**src/design/mra_pkg.sv**
```systemverilog
// ----------------------------------------------------------------------------
// mra_pkg
// Types and constants of the mouse report accumulator.
// ----------------------------------------------------------------------------
package mra_pkg;

  localparam int DEVICES = 2;
  localparam int BUTTONS = 3;
  localparam int DEV_SEL_W = (DEVICES > 1) ? $clog2(DEVICES) : 1;

  localparam int LATCH_W = 11;
  localparam int FLAG_BASE = 8;
  localparam logic [LATCH_W-1:0] BUTTON_MASK = LATCH_W'(8'hFF);

  typedef enum logic [2:0] {
    OP_REPORT       = 3'd0,
    OP_READ_CLEAR   = 3'd1,
    OP_SET_POS      = 3'd2,
    OP_RESET        = 3'd3,
    OP_CLEAR_TIMERS = 3'd4
  } op_t;

  typedef enum logic [2:0] {
    CFG_READ_MODE       = 3'd0,
    CFG_ACCEL_THRESHOLD = 3'd1,
    CFG_ACCEL_GAIN      = 3'd2,
    CFG_X_LOW_BOUND     = 3'd3,
    CFG_X_HIGH_BOUND    = 3'd4,
    CFG_Y_LOW_BOUND     = 3'd5,
    CFG_Y_HIGH_BOUND    = 3'd6,
    CFG_DOUBLE_CLICK_MS = 3'd7
  } cfg_reg_t;

  localparam logic        MODE_RELATIVE = 1'b0;
  localparam logic        MODE_ABSOLUTE = 1'b1;

  localparam logic [16:0] RST_ACCEL_THRESHOLD = 17'd65536;
  localparam logic [23:0] RST_ACCEL_GAIN      = 24'd65536;
  localparam logic signed [31:0] RST_LOW_BOUND  = -32'sd1000000;
  localparam logic signed [31:0] RST_HIGH_BOUND = 32'sd1000000;
  localparam logic [31:0] RST_DOUBLE_CLICK_MS = 32'd500;

endpackage

```
**src/design/mra_delta_scale.sv**
```systemverilog
// ----------------------------------------------------------------------------
// mra_delta_scale
// Applies the 8.16 gain to a report delta whose magnitude reaches the
// threshold; the product is shifted right arithmetically by 16.
// ----------------------------------------------------------------------------
module mra_delta_scale (
  input  logic signed [7:0]  delta,
  input  logic        [16:0] threshold,
  input  logic        [23:0] gain,
  output logic signed [31:0] scaled
);

  logic        [8:0]  mag;
  logic signed [32:0] prod;
  logic signed [32:0] shifted;

  always_comb begin
    mag = delta[7] ? 9'(-$signed({delta[7], delta})) : {1'b0, delta};
    prod = $signed({{25{delta[7]}}, delta}) * $signed({9'b0, gain});
    shifted = prod >>> 16;
    if ({8'b0, mag} >= threshold) begin
      scaled = shifted[31:0];
    end else begin
      scaled = 32'(delta);
    end
  end

endmodule

```
**src/design/mouse_report_accumulator_core.sv**
```systemverilog
// ----------------------------------------------------------------------------
// mouse_report_accumulator_core
// Accumulates mouse reports into x, y and wheel totals with gain on large
// deltas, clamping in absolute mode and per-device double-click detection.
// One request is taken every cycle unless in_stall is high. A request lands
// in an input register, is applied to the state as it leaves that register,
// and its result is held in a result register written with the state. The
// rate is set by the state update: each request reads the state that the
// one before it left. The configuration port is always ready; the user must
// write it only while the block is idle, and the block does not enforce it.
// ----------------------------------------------------------------------------
module mouse_report_accumulator_core (
  input  logic               clk,
  input  logic               rst,

  input  logic               cfg_valid,
  output logic               cfg_ready,
  input  logic        [2:0]  cfg_index,
  input  logic        [31:0] cfg_data,

  input  logic               in_valid,
  output logic               in_stall,
  input  logic        [2:0]  op,
  input  logic        [0:0]  device_index,
  input  logic        [7:0]  button_bits,
  input  logic signed [7:0]  delta_x,
  input  logic signed [7:0]  delta_y,
  input  logic signed [7:0]  delta_wheel,
  input  logic        [31:0] now_ms,
  input  logic signed [31:0] target_x,
  input  logic signed [31:0] target_y,

  output logic               out_valid,
  input  logic               out_stall,
  output logic signed [31:0] pos_x,
  output logic signed [31:0] pos_y,
  output logic signed [31:0] wheel_total,
  output logic        [10:0] button_state
);

  localparam int NB = mra_pkg::BUTTONS;
  localparam int ND = mra_pkg::DEVICES;
  localparam int LW = mra_pkg::LATCH_W;

  // configuration
  logic               read_mode;
  logic        [16:0] accel_threshold;
  logic        [23:0] accel_gain;
  logic signed [31:0] x_low_bound;
  logic signed [31:0] x_high_bound;
  logic signed [31:0] y_low_bound;
  logic signed [31:0] y_high_bound;
  logic        [31:0] double_click_ms;

  // input register
  logic               s1_valid;
  mra_pkg::op_t       s1_op;
  logic        [0:0]  s1_dev;
  logic        [7:0]  s1_btn;
  logic signed [7:0]  s1_dx;
  logic signed [7:0]  s1_dy;
  logic signed [7:0]  s1_dw;
  logic        [31:0] s1_now;
  logic signed [31:0] s1_tx;
  logic signed [31:0] s1_ty;

  // state
  logic signed [31:0] cursor_x;
  logic signed [31:0] cursor_y;
  logic signed [31:0] wheel_sum;
  logic      [LW-1:0] button_latch;
  logic      [NB-1:0] press_pending [ND];
  logic        [31:0] press_time    [ND][NB];

  // step logic
  logic                             s1_adv;
  logic                             s1_fire;
  logic                             dev_ok;
  logic [mra_pkg::DEV_SEL_W-1:0]    dev_sel;
  logic signed [31:0]               scaled_x;
  logic signed [31:0] scaled_y;
  logic signed [31:0] x_next;
  logic signed [31:0] y_next;
  logic signed [31:0] wheel_next;
  logic      [LW-1:0] latch_next;
  logic signed [31:0] x_kept;
  logic signed [31:0] y_kept;
  logic signed [31:0] wheel_kept;
  logic      [LW-1:0] latch_kept;
  logic      [NB-1:0] pend_row_next;
  logic      [NB-1:0] time_store;
  logic        [15:0] flags;
  logic               pend_write;

  function automatic logic signed [31:0] clamp_seq(input logic signed [31:0] v,
                                                   input logic signed [31:0] lo,
                                                   input logic signed [31:0] hi);
    logic signed [31:0] s;
    s = v;
    if (s < lo) s = lo;
    if (s > hi) s = hi;
    return s;
  endfunction

  function automatic logic signed [31:0] clamp_set(input logic signed [31:0] v,
                                                   input logic signed [31:0] lo,
                                                   input logic signed [31:0] hi);
    logic signed [31:0] s;
    if (v < lo) s = lo;
    else if (v > hi) s = hi;
    else s = v;
    return s;
  endfunction

  assign cfg_ready = 1'b1;

  always_ff @(posedge clk) begin
    if (rst) begin
      read_mode       <= mra_pkg::MODE_RELATIVE;
      accel_threshold <= mra_pkg::RST_ACCEL_THRESHOLD;
      accel_gain      <= mra_pkg::RST_ACCEL_GAIN;
      x_low_bound     <= mra_pkg::RST_LOW_BOUND;
      x_high_bound    <= mra_pkg::RST_HIGH_BOUND;
      y_low_bound     <= mra_pkg::RST_LOW_BOUND;
      y_high_bound    <= mra_pkg::RST_HIGH_BOUND;
      double_click_ms <= mra_pkg::RST_DOUBLE_CLICK_MS;
    end else if (cfg_valid && cfg_ready) begin
      case (mra_pkg::cfg_reg_t'(cfg_index))
        mra_pkg::CFG_READ_MODE:       read_mode       <= cfg_data[0];
        mra_pkg::CFG_ACCEL_THRESHOLD: accel_threshold <= cfg_data[16:0];
        mra_pkg::CFG_ACCEL_GAIN:      accel_gain      <= cfg_data[23:0];
        mra_pkg::CFG_X_LOW_BOUND:     x_low_bound     <= cfg_data;
        mra_pkg::CFG_X_HIGH_BOUND:    x_high_bound    <= cfg_data;
        mra_pkg::CFG_Y_LOW_BOUND:     y_low_bound     <= cfg_data;
        mra_pkg::CFG_Y_HIGH_BOUND:    y_high_bound    <= cfg_data;
        mra_pkg::CFG_DOUBLE_CLICK_MS: double_click_ms <= cfg_data;
        default: ;
      endcase
    end
  end

  // flow control
  assign s1_adv   = !out_valid || !out_stall;
  assign s1_fire  = s1_valid && s1_adv;
  assign in_stall = s1_valid && !s1_adv;

  always_ff @(posedge clk) begin
    if (rst) begin
      s1_valid <= 1'b0;
    end else if (!in_stall) begin
      s1_valid <= in_valid;
    end
  end

  always_ff @(posedge clk) begin
    if (in_valid && !in_stall) begin
      s1_op  <= mra_pkg::op_t'(op);
      s1_dev <= device_index;
      s1_btn <= button_bits;
      s1_dx  <= delta_x;
      s1_dy  <= delta_y;
      s1_dw  <= delta_wheel;
      s1_now <= now_ms;
      s1_tx  <= target_x;
      s1_ty  <= target_y;
    end
  end

  mra_delta_scale u_scale_x (
    .delta     (s1_dx),
    .threshold (accel_threshold),
    .gain      (accel_gain),
    .scaled    (scaled_x)
  );

  mra_delta_scale u_scale_y (
    .delta     (s1_dy),
    .threshold (accel_threshold),
    .gain      (accel_gain),
    .scaled    (scaled_y)
  );

  assign dev_ok  = 32'(s1_dev) < 32'(ND);
  assign dev_sel = mra_pkg::DEV_SEL_W'(s1_dev);

  always_comb begin
    x_next        = cursor_x;
    y_next        = cursor_y;
    wheel_next    = wheel_sum;
    latch_next    = button_latch;
    pend_row_next = press_pending[dev_sel];
    time_store    = '0;
    flags         = '0;
    pend_write    = 1'b0;
    case (s1_op)
      mra_pkg::OP_REPORT: begin
        x_next     = cursor_x + scaled_x;
        y_next     = cursor_y + scaled_y;
        wheel_next = wheel_sum + 32'(s1_dw);
        if (dev_ok) begin
          pend_write = 1'b1;
          for (int b = 0; b < NB; b++) begin
            if (!button_latch[b] && s1_btn[b]) begin
              if (press_pending[dev_sel][b] &&
                  (s1_now - press_time[dev_sel][b]) < double_click_ms) begin
                flags[mra_pkg::FLAG_BASE + b] = 1'b1;
                pend_row_next[b] = 1'b0;
              end else begin
                pend_row_next[b] = 1'b1;
                time_store[b]    = 1'b1;
              end
            end
          end
        end
        latch_next = LW'({8'h00, s1_btn} | flags);
        if (read_mode == mra_pkg::MODE_ABSOLUTE) begin
          x_next = clamp_seq(x_next, x_low_bound, x_high_bound);
          y_next = clamp_seq(y_next, y_low_bound, y_high_bound);
        end
      end
      mra_pkg::OP_SET_POS: begin
        x_next = clamp_set(s1_tx, x_low_bound, x_high_bound);
        y_next = clamp_set(s1_ty, y_low_bound, y_high_bound);
      end
      mra_pkg::OP_RESET: begin
        wheel_next = '0;
        latch_next = '0;
        if (read_mode == mra_pkg::MODE_ABSOLUTE) begin
          x_next = x_low_bound;
          y_next = y_low_bound;
        end else begin
          x_next = '0;
          y_next = '0;
        end
      end
      mra_pkg::OP_CLEAR_TIMERS: begin
        if (dev_ok) begin
          pend_write    = 1'b1;
          pend_row_next = '0;
        end
      end
      default: ;
    endcase

    // read and clear acts after the result is taken
    x_kept     = x_next;
    y_kept     = y_next;
    wheel_kept = wheel_next;
    latch_kept = latch_next;
    if (s1_op == mra_pkg::OP_READ_CLEAR) begin
      if (read_mode == mra_pkg::MODE_RELATIVE) begin
        x_kept = '0;
        y_kept = '0;
      end
      wheel_kept = '0;
      latch_kept = latch_next & mra_pkg::BUTTON_MASK;
    end
  end

  always_ff @(posedge clk) begin
    if (rst) begin
      cursor_x     <= '0;
      cursor_y     <= '0;
      wheel_sum    <= '0;
      button_latch <= '0;
      for (int d = 0; d < ND; d++) begin
        press_pending[d] <= '0;
      end
    end else if (s1_fire) begin
      cursor_x     <= x_kept;
      cursor_y     <= y_kept;
      wheel_sum    <= wheel_kept;
      button_latch <= latch_kept;
      if (pend_write) begin
        press_pending[dev_sel] <= pend_row_next;
      end
    end
  end

  always_ff @(posedge clk) begin
    if (s1_fire) begin
      for (int b = 0; b < NB; b++) begin
        if (time_store[b]) begin
          press_time[dev_sel][b] <= s1_now;
        end
      end
    end
  end

  // result register
  always_ff @(posedge clk) begin
    if (rst) begin
      out_valid <= 1'b0;
    end else if (s1_adv) begin
      out_valid <= s1_valid;
    end
  end

  always_ff @(posedge clk) begin
    if (s1_fire) begin
      pos_x        <= x_next;
      pos_y        <= y_next;
      wheel_total  <= wheel_next;
      button_state <= latch_next;
    end
  end

endmodule

```
**config.mk**
```make
export PLATFORM = sky130hd
export DESIGN_NAME = mouse_report_accumulator_core
export DESIGN_NICKNAME = d
export VERILOG_FILES = /design/src/design/mra_pkg.sv /design/src/design/mra_delta_scale.sv /design/src/design/mouse_report_accumulator_core.sv
export SDC_FILE = /design/constraint.sdc
export NUM_CORES = 2
export LEC_CHECK = 0
export BUFFER_PORTS_ARGS = -buffer_cell sky130_fd_sc_hd__buf_2
export CAP_MARGIN = 10
export CORE_MARGIN = 3
export CORE_UTILIZATION = 45
export CTS_BUF_LIST = sky130_fd_sc_hd__clkbuf_8
export CTS_CLUSTER_DIAMETER = 60
export DETAILED_ROUTE_END_ITERATION = 6
export PLACE_DENSITY_LB_ADDON = 0.25
export SLEW_MARGIN = 0
export SYNTH_ARGS = -nofsm -noshare
export SYNTH_HDL_FRONTEND = slang
export SYNTH_HIERARCHICAL = 1
export SYNTH_SLANG_ARGS = --single-unit
```
**constraint.sdc**
```tcl
create_clock -name clk -period 12.4 [get_ports clk]
set_input_delay 1.24 -clock clk [delete_from_list [all_inputs] [get_ports clk]]
set_output_delay 1.24 -clock clk [all_outputs]
set_load 0.1 [all_outputs]
```
After elaboration in Yosys (flattened, before gate mapping)
Memory sizes are Yosys's and may differ from the RTL's. A register that Yosys moved wholly into a read port is not among the register bits.
Index checks and enable logic that the tools add are counted.
{"block": "op_classes", "n_mux": 69, "n_mul": 2, "reduce_logical": 29, "order_cmp": 13, "addsub": 8, "n_eq_ne": 11, "bitwise_logic": 1}
{"operator": "32-bit 2-to-1 mux", "n": 23}
{"operator": "32-bit less-than comparator", "n": 7}
{"operator": "32-bit case mux with 3 select lines", "n": 2}
{"operator": "32-bit greater-than comparator", "n": 4}
{"operator": "32-bit subtractor", "n": 3}
{"operator": "8-bit by 25-bit multiplier with 33-bit output", "n": 2}
{"operator": "32-bit adder", "n": 2}
{"operator": "32-bit case mux with 2 select lines", "n": 1}
{"operator": "1-bit 2-to-1 mux", "n": 35}
{"operator": "9-bit by 17-bit >= comparator with 1-bit output", "n": 2}
{"operator": "32-bit by 8-bit adder with 32-bit output", "n": 1}
{"operator": "11-bit case mux with 2 select lines", "n": 1}
{"operator": "9-bit 2-to-1 mux", "n": 2}
{"operator": "8-bit negator with 9-bit output", "n": 2}
{"operator": "2-bit AND reduction", "n": 8}
{"operator": "3-bit == test, second input constant", "n": 5}
{"operator": "3-bit by 2-bit == test with 1-bit output, second input constant", "n": 4}
{"operator": "11-bit 2-to-1 mux", "n": 1}
{"operator": "8-bit by 11-bit OR with 11-bit output", "n": 1}
{"operator": "1-bit logical AND", "n": 9}
{"operator": "3-bit 2-to-1 mux", "n": 3}
{"operator": "1-bit zero test", "n": 7}
{"operator": "3-bit by 1-bit == test with 1-bit output, second input constant", "n": 2}
{"operator": "3-bit zero test", "n": 2}
{"operator": "4 further kinds", "n": 4}
{"block": "word_totals", "n_memories": 2, "ramBits": 198, "register_bits": 550, "word_cells": 162, "output_inout_bits": 110}
{"memory": "press_time", "words": 2, "width": 96, "read_ports": 1, "rd_clocked_by_memory_dff": 1, "write_ports": 1, "line_no": "mouse_report_accumulator_core.sv:73", "source": "logic [31:0] press_time [ND][NB];"}
{"memory": "press_pending", "words": 2, "width": 3, "read_ports": 1, "rd_clocked_by_memory_dff": 1, "write_ports": 2, "line_no": "mouse_report_accumulator_core.sv:72", "source": "logic [NB-1:0] press_pending [ND];"}

Depth between registers and ports, before layout
{"block": "logic_depth", "word_depth": 15, "depth_mapped": 58, "depth_no_buf": 52}

Hierarchy
The synthesis kept the hierarchy.
{"module": "mouse_report_accumulator_core", "area_per_inst_um2": 45691.3, "cells_each": 4687, "n_inst": 1}
{"module": "mra_delta_scale at u_scale_x", "area_per_inst_um2": 6912.9, "cells_each": 836, "n_inst": 1}
{"module": "mra_delta_scale at u_scale_y", "area_per_inst_um2": 6610.1, "cells_each": 784, "n_inst": 1}

Worst setup path after synthesis
OpenSTA, ideal clock, no wires.
{"block": "synth_path", "kind": "flip-flop to flip-flop", "from": "register s1_dy[2]", "to": "register pos_y[7] (data pin)", "stages_incl_launch_ff": 53, "path_slack_ns": 0.178, "t_arrival_ns": 12.092, "cell_sequence": "edfxtp_1 -> clkbuf_1 -> clkbuf_1 -> nand2_1 -> fa_1 -> fa_1 -> inv_1 -> fa_1 -> fa_1 -> ha_1 -> and4b_1 -> a221oi_2 -> o22a_2 -> o211ai_4 -> a211oi_4 -> o311ai_4 -> a221oi_2 -> buf_4 -> (+17 left out) -> buf_2 -> buf_1 -> clkbuf_1 -> buf_1 -> nand2_1 -> o21ai_0 -> ha_1 -> a21o_1 -> a21o_1 -> a211o_1 -> a221o_1 -> a211oi_1 -> o21ai_1 -> o221ai_1 -> clkbuf_1 -> a222oi_1 -> nand2_1 -> a21o_1"}
{"block": "synth_via", "elab_chain_len": 13}
{"item": "from (decl)", "line_no": "mouse_report_accumulator_core.sv:61", "source": "logic signed [7:0] s1_dy;"}
{"item": "from (signal assigned)", "line_no": "mouse_report_accumulator_core.sv:161", "source": "s1_dy <= delta_y;"}
{"item": "branches (longest 3 deep; another with 8-bit by 25-bit multiplier with 33-bit output)"}
{"item": "32-bit 2-to-1 mux (*)", "line_no": "mra_delta_scale.sv:21", "source": "if ({8'b0, mag} >= threshold) begin"}
{"item": "named net scaled_y[16]", "line_no": "mouse_report_accumulator_core.sv:81", "source": "logic signed [31:0] scaled_y;"}
{"item": "32-bit adder (*)", "line_no": "mouse_report_accumulator_core.sv:198", "source": "y_next = cursor_y + scaled_y;"}
{"item": "32-bit less-than comparator", "line_no": "mouse_report_accumulator_core.sv:100", "source": "if (s < lo) s = lo;"}
{"item": "32-bit 2-to-1 mux (*)", "line_no": "mouse_report_accumulator_core.sv:100"}
{"item": "32-bit 2-to-1 mux (*)", "line_no": "mouse_report_accumulator_core.sv:216", "source": "if (read_mode == mra_pkg::MODE_ABSOLUTE) begin"}
{"item": "32-bit 2-to-1 mux (*)", "line_no": "mouse_report_accumulator_core.sv:195", "source": "case (s1_op)"}
{"item": "32-bit greater-than comparator", "line_no": "mouse_report_accumulator_core.sv:101", "source": "if (s > hi) s = hi;"}
{"item": "32-bit 2-to-1 mux (*)", "line_no": "mouse_report_accumulator_core.sv:101"}
{"item": "32-bit 2-to-1 mux (*)", "line_no": "mouse_report_accumulator_core.sv:216"}
{"item": "32-bit case mux with 3 select lines (*)", "line_no": "mouse_report_accumulator_core.sv:195"}
{"item": "named net y_next[7]", "line_no": "mouse_report_accumulator_core.sv:83", "source": "logic signed [31:0] y_next;"}
{"item": "to (signal assigned)", "line_no": "mouse_report_accumulator_core.sv:302", "source": "pos_y <= y_next;"}
{"item": "to (decl)", "line_no": "mouse_report_accumulator_core.sv:36", "source": "output logic signed [31:0] pos_y,"}
Mark *: on every way through the listed nets, which the timed path passes. The select of a mux whose other input is x is not followed.
A chain may end at the register's enable or synchronous reset.

Worst setup path in the final report
{"block": "layout_path", "from": "register s1_dy[2]", "to": "register pos_y[3] (data pin)"}
The elaborated chain is that of the path after synthesis.

==> flow_summary.yaml <==
placement:
  place_area_sq_um: 63380
  gp_congestion: 0.9371
  dp_hpwl_microns: 140100
  io_buffers: 280
  pre_cts_ws_ns: 0.01246
floorplanning:
  die_x_microns: 368.8
  core_sq_um: 130100
  die_h_microns: 368.8
  fp.dieArea_sq_um: 136000
  start_util_pct: 45.50
  pin_count: 282
  rows: 132
logic_synthesis:
  synth_top_cell_by_area: "edfxtp_1"
  ys_seq_elements: 749
  syn-num-nets: 7444
  synth_top_area_share_pct: 22.16
  synth_area_leaders: "edfxtp_1, ha_1, dfxtp_1, fa_1, nand2_1"
  ys.flop_type: "edfxtp_1"
  synth-edff-count: 437
  yosysUniqueCellTypes: 99
  seq_area_frac_synth_pct: 32.71
  async_flop_share_pct: 0
  synth_area_sq_um: 59210
  synth_area_per_cell_sq_um: 9.389
  synth_warnings: 6
  syn-instance-count: 6307
clock_network:
  cts.path.max_buffers: 3
  root_buffer: "clkbuf_8"
  cts_buffers: 141
  ctsHoldBuffers: 0
  cts_tree: "yes"
  clkSinkCount: 749
  htreeDepth: 4
  clkTransAtPathRegs_ns: 0.07
  insertion_delay_ns: 0.87
critical_path:
  max_stage_delay_ns: 0.53
  cp_top_family: "compound AO/OA/AOI/OAI gates"
  path_class: "reg2reg"
  worst-path-buf-inv: 9
  cpMaxStageDelayCell: "edfxtp_1"
  critPathCaptureType: "flip-flop"
  cp_data_required_time_ns: 13.01
  critPathLaunchType: "flip-flop"
  cp_max_fo: 24
  arrival_ns: 12.58
layout:
  area_growth_pct: 13.10
  finalInstanceArea_sq_um: 66970
  final_net_count: 7827
  top_register: "press_time"
  seqCellArea_sq_um: 19380
  drive_above_1_share_pct: 12.71
  largest_reg_flops: 192
  multiInputGateArea_sq_um: 36980
  fill_cells: 12194
sta:
  worst_slack_ns: 0.4382
  tightest_slew_ns: 1.128
  period_needed_ns: 11.96
  skew_ns: 0.04875
  drv_slew: 0
  period_share_pct: 96.47
  final-hold-violation-count: 0
  relSlewSlack_pct: 24.57
  setup_viol: 0
  max_freq_mhz: 83.60
min_path:
  hold_path.class: "reg2reg"
global_route:
  grt_max_degree: 93
  grt_pass1_wl_microns: 280100
  grt_antenna_before_repair: 18
  globalRouteOverflowTotal: 0
  grt_pass1_vias: 48115
  grt_use_total_pct: 26.50
job:
  max-cap-violations: 0
power_and_ir_drop:
  vdd_drop_max_v: 0.0001094
  cellPowerDensity_nw_per_um2: 108.6
  p_leak_uw: 0.02977
route:
  firstDrtPassIters: 7
  drc: 5
  wl_per_cell_microns: 21.54
  vias: 48775
  ant_nets: 0
  vias_per_cell: 5.701
  wl_microns: 184300
  drt_iter0_markers: 3986
status:
  outcome: "finished, violations left"
  violations: "DRC"
==> kinds of logic (layout without fill, tap and decap cells) <==
group	count (synthesis)	after routing	synth area share (%)
flip-flops	749	749	32.71
XOR/XNOR	213	213	3.182
buffers and inverters	871	1368	5.747
multiplexers	139	139	2.375
other	3	13	0.01902
adder cells (fa/ha/maj)	965	965	23.79
AO/OA/AOI/OAI	1570	1570	17.58
AND/OR/NAND/NOR	1797	1797	14.60
==> what timing repair did <==
action,in CTS,in global routing
gates resized for setup,1,106
gates cloned,0,1
setup endpoints to repair,4,128
pin swaps,0,24
setup buffers,0,25
==> worst register-to-register path: cells and delay by family (launching register included) <==
family | cells | cell delay, ns
xor+xnor | 1 | 0.12
mux | 1 | 0.36
compound gates | 20 | 3.99
simple gates | 13 | 2.12
flops | 1 | 0.53
fa+ha+maj | 8 | 3.20
buf+inv | 9 | 1.36
==> final timing paths <==
check	startpoint	slack, ns	cells past startpoint	endpoint
min reg2reg	double_click_ms[15]	0.45	2	double_click_ms[15]
min	double_click_ms[15]	0.45	2	double_click_ms[15]
max	s1_dy[2]	0.44	52	pos_y[3]
max reg2reg	s1_dy[2]	0.44	52	pos_y[3]
==> cell type report <==
cell class,count,area share (%)
multi-input combinational,4687,55.22
sequential,749,28.94
timing repair buffer,500,4.869
inverter,611,3.438
clock buffer,160,3.288
tap,1742,3.254
clock inverter,97,0.9547
antenna,10,0.03737
==> power breakdown <==
| part | leakage (uW) | switching [uW] | internal (uW) |
|---|---|---|---|
| Clock | 0.00159 | 1130 | 1320 |
| Sequential | 0.00663 | 87.8 | 2710 |
| Combinational | 0.0215 | 1250 | 771 |
==> layout by cell type (no fill, tap or decap), types with 62 or more instances in the layout <==
master,n
buf_2,279
a21o_1,181
o21a_1,63
mux2i_1,127
dfxtp_1,304
a21oi_1,487
nor2_1,304
nand2_1,711
ha_1,690
xnor2_1,144
o21ai_0,257
inv_1,649
edfxtp_1,437
and2_1,283
xor2_1,62
nand3_1,73
a22o_1,88
nand4_1,70
fa_1,268
buf_4,202
clkbuf_8,161
==> layer usage <==
metal / global-route usage (%) / part of all wire, % / vias to the layer above
met4: 9.823 / 3.5 / 10
met2: 42.44 / 46 / 1680
li1: - / - / 23101
met3: 5.516 / 7.7 / 350
met5: 0 / 0.035 / -
met1: 35.32 / 43 / 23634
==> through the flow <==
stage	utilization (%)	power, uW	instances	TNS (ns)	hold slack, ns
floorplan	-	4190	6307	0	0.4360
global placement	48.70	4758	8262	0	0.4417
detailed placement	48.70	4788	8262	0	0.4467
CTS	50.88	7265	8519	0	0.4445
global route	51.45	7667	8551	-0.2736	0.4710
finish	51.46	7272	8556	0	0.4537
==> Yosys cell counts, drive strengths merged (88+ instances only) <==
library cell / n
dfxtp: 312
ha: 697
and2: 284
xnor2: 148
edfxtp: 437
clkbuf: 200
nand2: 712
a22o: 88
nor2: 318
o21ai: 285
fa: 268
a21o: 183
a21oi: 503
inv: 610
mux2i: 127
(Power assumes the default switching activity.)
